<file path="src/hdl/plsu_pkg.sv">
// Shared types, codes and defaults of the positional list store.
`default_nettype none

package plsu_pkg;

   localparam int CAPACITY_DEF   = 16;
   localparam int DATA_WIDTH_DEF = 32;

   localparam int ACTION_WIDTH = 2;
   localparam int POS_WIDTH    = 5;
   localparam int VALUE_WIDTH  = 32;
   localparam int STATUS_WIDTH = 2;
   localparam int COUNT_WIDTH  = 5;
   localparam int POS_MAX      = (1 << POS_WIDTH) - 1;

   typedef enum logic [ACTION_WIDTH-1:0] {
      ACT_INSERT = 2'd0,
      ACT_REMOVE = 2'd1,
      ACT_SET    = 2'd2,
      ACT_GET    = 2'd3
   } action_type;

   typedef enum logic [STATUS_WIDTH-1:0] {
      ST_OK      = 2'd0,
      ST_BAD_POS = 2'd1,
      ST_FULL    = 2'd2
   } status_type;

   // Edit command broadcast to every cell of the chain.
   typedef struct packed {
      logic                 insert_en;
      logic                 remove_en;
      logic                 set_en;
      logic [POS_WIDTH-1:0] pos;
   } cell_ctrl_type;

endpackage

`default_nettype wire

</file>
<file path="src/hdl/plsu_cell.sv">
// One storage cell of the list: holds one entry and trades it with its neighbors.
`default_nettype none

module plsu_cell import plsu_pkg::*; #(
   parameter int INDEX      = 0,
   parameter int DATA_WIDTH = DATA_WIDTH_DEF,
   parameter bit IS_LAST    = 1'b0
) (
   input  wire logic                  clock,
   input  wire cell_ctrl_type         ctrl,
   input  wire logic [DATA_WIDTH-1:0] value,
   input  wire logic [DATA_WIDTH-1:0] left_data,
   input  wire logic [DATA_WIDTH-1:0] right_data,
   output logic      [DATA_WIDTH-1:0] data_q
);

   localparam bit                   ABOVE_POS = (INDEX > POS_MAX);
   localparam logic [POS_WIDTH-1:0] INDEX_LOW = POS_WIDTH'(INDEX);

   logic                  is_eq;
   logic                  is_gt;
   logic [DATA_WIDTH-1:0] data_ff;
   logic [DATA_WIDTH-1:0] data_in;

   assign is_eq = !ABOVE_POS && (ctrl.pos == INDEX_LOW);
   assign is_gt = ABOVE_POS || (INDEX_LOW > ctrl.pos);

   always_comb begin
      data_in = data_ff;
      if (ctrl.insert_en) begin
         if (is_gt) begin
            data_in = left_data;
         end else if (is_eq) begin
            data_in = value;
         end
      end else if (ctrl.remove_en) begin
         // close the gap; the last cell holds, its slot falls out of the count
         if ((is_gt || is_eq) && !IS_LAST) begin
            data_in = right_data;
         end
      end else if (ctrl.set_en && is_eq) begin
         data_in = value;
      end
   end

   always_ff @(posedge clock) begin
      data_ff <= data_in;
   end

   assign data_q = data_ff;

endmodule

`default_nettype wire

</file>
<file path="config.mk">
export PLATFORM = sky130hd
export DESIGN_NAME = plsu_cell
export DESIGN_NICKNAME = d
export VERILOG_FILES = /design/src/hdl/plsu_pkg.sv /design/src/hdl/plsu_cell.sv
export SDC_FILE = /design/constraint.sdc
export NUM_CORES = 1
export LEC_CHECK = 0
export BUFFER_PORTS_ARGS = -buffer_cell sky130_fd_sc_hd__buf_2
export CAP_MARGIN = 15
export CELL_PAD_IN_SITES_DETAIL_PLACEMENT = 1
export CELL_PAD_IN_SITES_GLOBAL_PLACEMENT = 1
export CORE_MARGIN = 2
export CORE_UTILIZATION = 27
export CTS_CLUSTER_DIAMETER = 50
export DETAILED_ROUTE_END_ITERATION = 10
export PLACE_DENSITY_LB_ADDON = 0.1
export SYNTH_ARGS = -nofsm -noshare
export SYNTH_HDL_FRONTEND = slang
export SYNTH_SLANG_ARGS = --single-unit
</file>
<file path="constraint.sdc">
create_clock -name clock -period 4.9 [get_ports clock]
set_input_delay 0.49 -clock clock [delete_from_list [all_inputs] [get_ports clock]]
set_output_delay 0.49 -clock clock [all_outputs]
set_load 0.005 [all_outputs]
</file>
# Word level (Yosys, flattened, before mapping)
# Index checks and enable logic that the tools add are counted.
[classes]
n_mux = 6
reduce_logical = 5
n_eq_ne = 2
n_lt_le_gt_ge = 1
[op_table]
columns = ["cell", "count"]
rows = [
  ["two-way mux 32 bit", 6],
  ["inequality test 3 x 1 -> 1 bit, second input constant", 2],
  ["greater-than comparator 1 x 5 -> 1 bit, first input constant", 1],
  ["zero test 5 bit", 1],
  ["AND reduction 3 bit", 1],
  ["nonzero test 3 bit", 1],
  ["logical AND 1 bit", 1],
  ["logical OR 1 bit", 1],
]
[totals]
ff_bits = 32
inputBits = 105
wordCells = 15
out_inout_bits = 32

# Depth between registers and ports, before layout
[depth]
depth_word = 5
ltp_mapped = 4
mapped_depth_nobuf = 2

# Worst setup path before layout
# OpenSTA, ideal clock, no wires.
[synth_timing]
kind = "input to register"
start = "in ctrl[3] (netlist name)"
end = "reg data_ff[0], in the netlist data_q[0], enable pin"
slack_ns = 1.175
setup_ns = 0.461
required_ns = 4.439
arrival_time_ns = 3.264
path_buffers = 0
path_stages = 2
cell_sequence = "or4_1 -> nor3_1"
[synth_between]
elab_chain_cells = 4
word_cells_on_any_way = 8
cone_classes = "order compare (1); eq/ne (2); reduce/logical (5)"
[synth_lines]
columns = ["item", "line_no", "text"]
rows = [
  ["start, declared", "plsu_cell.sv:10", "input wire cell_ctrl_type ctrl,"],
  ["greater-than comparator 1 x 5 -> 1 bit or zero test 5 bit (tied branches)", "plsu_cell.sv:26, plsu_cell.sv:25", ""],
  ["logical OR 1 bit or logical AND 1 bit (tied branches)", "plsu_cell.sv:38, plsu_cell.sv:41", ""],
  ["inequality test 3 x 1 -> 1 bit (no line) or nonzero test 3 bit (tied branches)", "-", ""],
  ["AND reduction 3 bit (no line) (*)", "-", ""],
  ["end signal, assigned", "plsu_cell.sv:47", "data_ff <= data_in;"],
  ["end, declared", "plsu_cell.sv:22", "logic [DATA_WIDTH-1:0] data_ff;"],
]
# Mark *: on every way between the ends. The rest lies on a longest branch, timed or not.
# A chain may end at the register's enable or synchronous reset.

# Final worst setup path
[layout_timing]
start = "in ctrl[7] (netlist name)"
end = "reg data_ff[24], in the netlist data_q[24] (data pin)"
[layout_between]
elab_chain_cells = 1
[layout_lines]
columns = ["item", "line_no", "text"]
rows = [
  ["two-way mux 32 bit", "plsu_cell.sv:30", "if (ctrl.insert_en) begin"],
  ["via data_in[24]", "plsu_cell.sv:23", "logic [DATA_WIDTH-1:0] data_in;"],
]
# The timed path passes the listed nets, and every way through them passes these cells.

==> flow_metrics.py <==
metrics = {
    "outcome": {
        "status": "finished clean",
    },
    "global_route": {
        "grtUsageTotal_pct": 11.5,
        "grt_pass1_vias": 1177,
        "overflow": 0,
        "grt_antenna_before_repair": 0,
        "grt_max_degree": 33,
        "grt_pass1_wl_mm": 5.46,
    },
    "synthesis": {
        "synth_cell_types": 7,
        "synth_warnings": 0,
        "syn_inst": 72,
        "ys_seq_area_share_pct": 63.6,
        "synth_area_per_cell_sq_um": 21.0,
        "synth.cell_area_sq_um": 1510,
        "ys_seq_elements": 32,
        "syn-num-nets": 177,
    },
    "clock_network": {
        "cts_root_buf": "clkbuf_8",
        "post_cts_buffers": 0,
        "cts_resized": 0,
        "htreeDepth": 2,
        "ctsLongestPathBuffers": 2,
        "cts_buffers": 5,
        "clock_sinks": 32,
        "ctsHoldBuffers": 0,
        "cts_tree": "yes",
        "clk_pin_slew_ns": 0.06,
    },
    "cells_and_area": {
        "ff_latch_area_sq_um": 961,
        "largest_reg_flops": 32,
        "area_growth_pct": 43.9,
        "multi_input_area_sq_um": 509,
        "drive_gt1_share_pct": 80.7,
        "fill_cells": 600,
        "final_nets": 286,
        "n_antenna_cell": 0,
        "mostFrequentLayoutCell": "buf_2",
        "layout_common_cells": "104 x buf_2, 32 x edfxtp_1, 30 x mux2_4",
    },
    "sta": {
        "setup_viol": 0,
        "slew_violations": 0,
        "slew_headroom_pct": 56.8,
        "finalHoldViolCount": 0,
        "rsz0062_at_grt": "false",
        "worst_slew_pin_slew_ns": 0.646,
        "fin_crit_ns": 1.88,
        "fin_tns_setup_ns": 0,
        "max_freq_ghz": 0.533,
        "period_share_pct": 38.3,
    },
    "detailed_routing": {
        "drc_errors": 0,
        "vias_per_cell": 4.17,
        "wl_per_cell_um": 13.4,
        "drt-initial-drc-count": 21,
        "num_vias": 1055,
        "wirelength_mm": 3.38,
        "postRouteAntennaNets": 0,
        "drtPass1Iterations": 2,
    },
    "setup_path": {
        "crit_fanout": 17,
        "cp-start-kind": "input port",
        "arrival_ns": 1.90,
        "cp-end-kind": "flop",
        "crit_required_ns": 4.92,
        "path_class": "input port to flop",
    },
    "die": {
        "initial_core_util_pct": 27.8,
        "ios": 137,
        "die_w_um": 78.8,
        "fp.dieH_um": 78.8,
        "fp-row-count": 27,
        "dieArea_sq_um": 6210,
        "core-area_sq_um": 5440,
    },
    "min_path": {
        "min_to": "data_q[9]$_DFFE_PP_",
        "hold_start": "right_data[9]",
        "hold-path-cell-count": 2,
        "min_path_type": "input port to flop",
    },
    "power_and_ir_drop": {
        "cellLeakagePower_nw": 0.992,
        "vdd_drop_max_mv": 0.0814,
        "power_density_nw_per_um2": 264,
        "fin_total_pwr_w": 0.000575,
    },
    "job": {
        "drv_cap": 0,
    },
    "placed_design": {
        "io_buffers": 104,
        "gp_congestion": 0.669,
    },
}
through the flow:
stage | hold WS, ns | setup slack [ns] | cells | area, sq um | utilization, %
floorplan | 0.707 | 1.18 | 72 | 1510 | -
global placement | 0.790 | 2.74 | 246 | 2100 | 38.5
detailed placement | 0.794 | 2.71 | 246 | 2100 | 38.5
CTS | 0.497 | 3.01 | 253 | 2170 | 40.0
global route | 0.500 | 2.94 | 253 | 2170 | 40.0
finish | 0.511 | 3.02 | 253 | 2170 | 40.0
worst max-delay path: stages:
cell and delay (ns):
buf_2 0.12, nor2b_4 0.52, buf_4 0.42, mux2_4 0.33
power breakdown:
group / internal [W] / switching [W]
Clock: 0.0000963 / 0.0000889
Combinational: 0.0000544 / 0.0000251
Sequential: 0.000309 / 0.000000978
how the worst max path moves through the flow:
| stage | startpoint | end | depth (start not counted) |
|---|---|---|---|
| CTS | ctrl[7] | data_q[24]$_DFFE_PP_ | 4 |
| floorplan | ctrl[3] | data_q[0]$_DFFE_PP_ | 2 |
| finish | ctrl[7] | data_q[24]$_DFFE_PP_ | 4 |
| detailed placement | ctrl[6] | data_q[24]$_DFFE_PP_ | 4 |
| global placement | ctrl[7] | data_q[27]$_DFFE_PP_ | 4 |
| global route | ctrl[6] | data_q[7]$_DFFE_PP_ | 4 |
Yosys cell counts:
master,instances,area (sq um)
nor2b_4,1,13.8
nor3_1,2,10.0
mux2_2,2,22.5
or4_1,1,7.51
mux2_4,30,450
edfxtp_1,32,961
buf_6,4,45.0
cell families (layout without fill, tap and decap cells):
group / count (synthesis) / after routing / share of synthesized area (%)
buffers and inverters: 4 / 113 / 2.98
flip-flops: 32 / 32 / 63.6
AND/OR/NAND/NOR: 4 / 4 / 2.07
multiplexers: 32 / 32 / 31.3
layer usage:
metal | track usage [%] | vias up | wire length, um
met4 | 4.21 | 0 | 42
met2 | 21.4 | 58 | 1860
met1 | 11.1 | 496 | 1130
met5 | 0 | - | 0
met3 | 5.23 | 5 | 348
li1 | - | 496 | -
final cells by class:
cell class / instances / share of cell area, %
clock buffer: 6 / 3.34
clock inverter: 1 / 0.230
multi-input combinational: 36 / 23.4
sequential: 32 / 44.2
tap: 72 / 4.15
timing repair buffer: 106 / 24.6
Note: power is estimated with default switching activity, not from simulation.
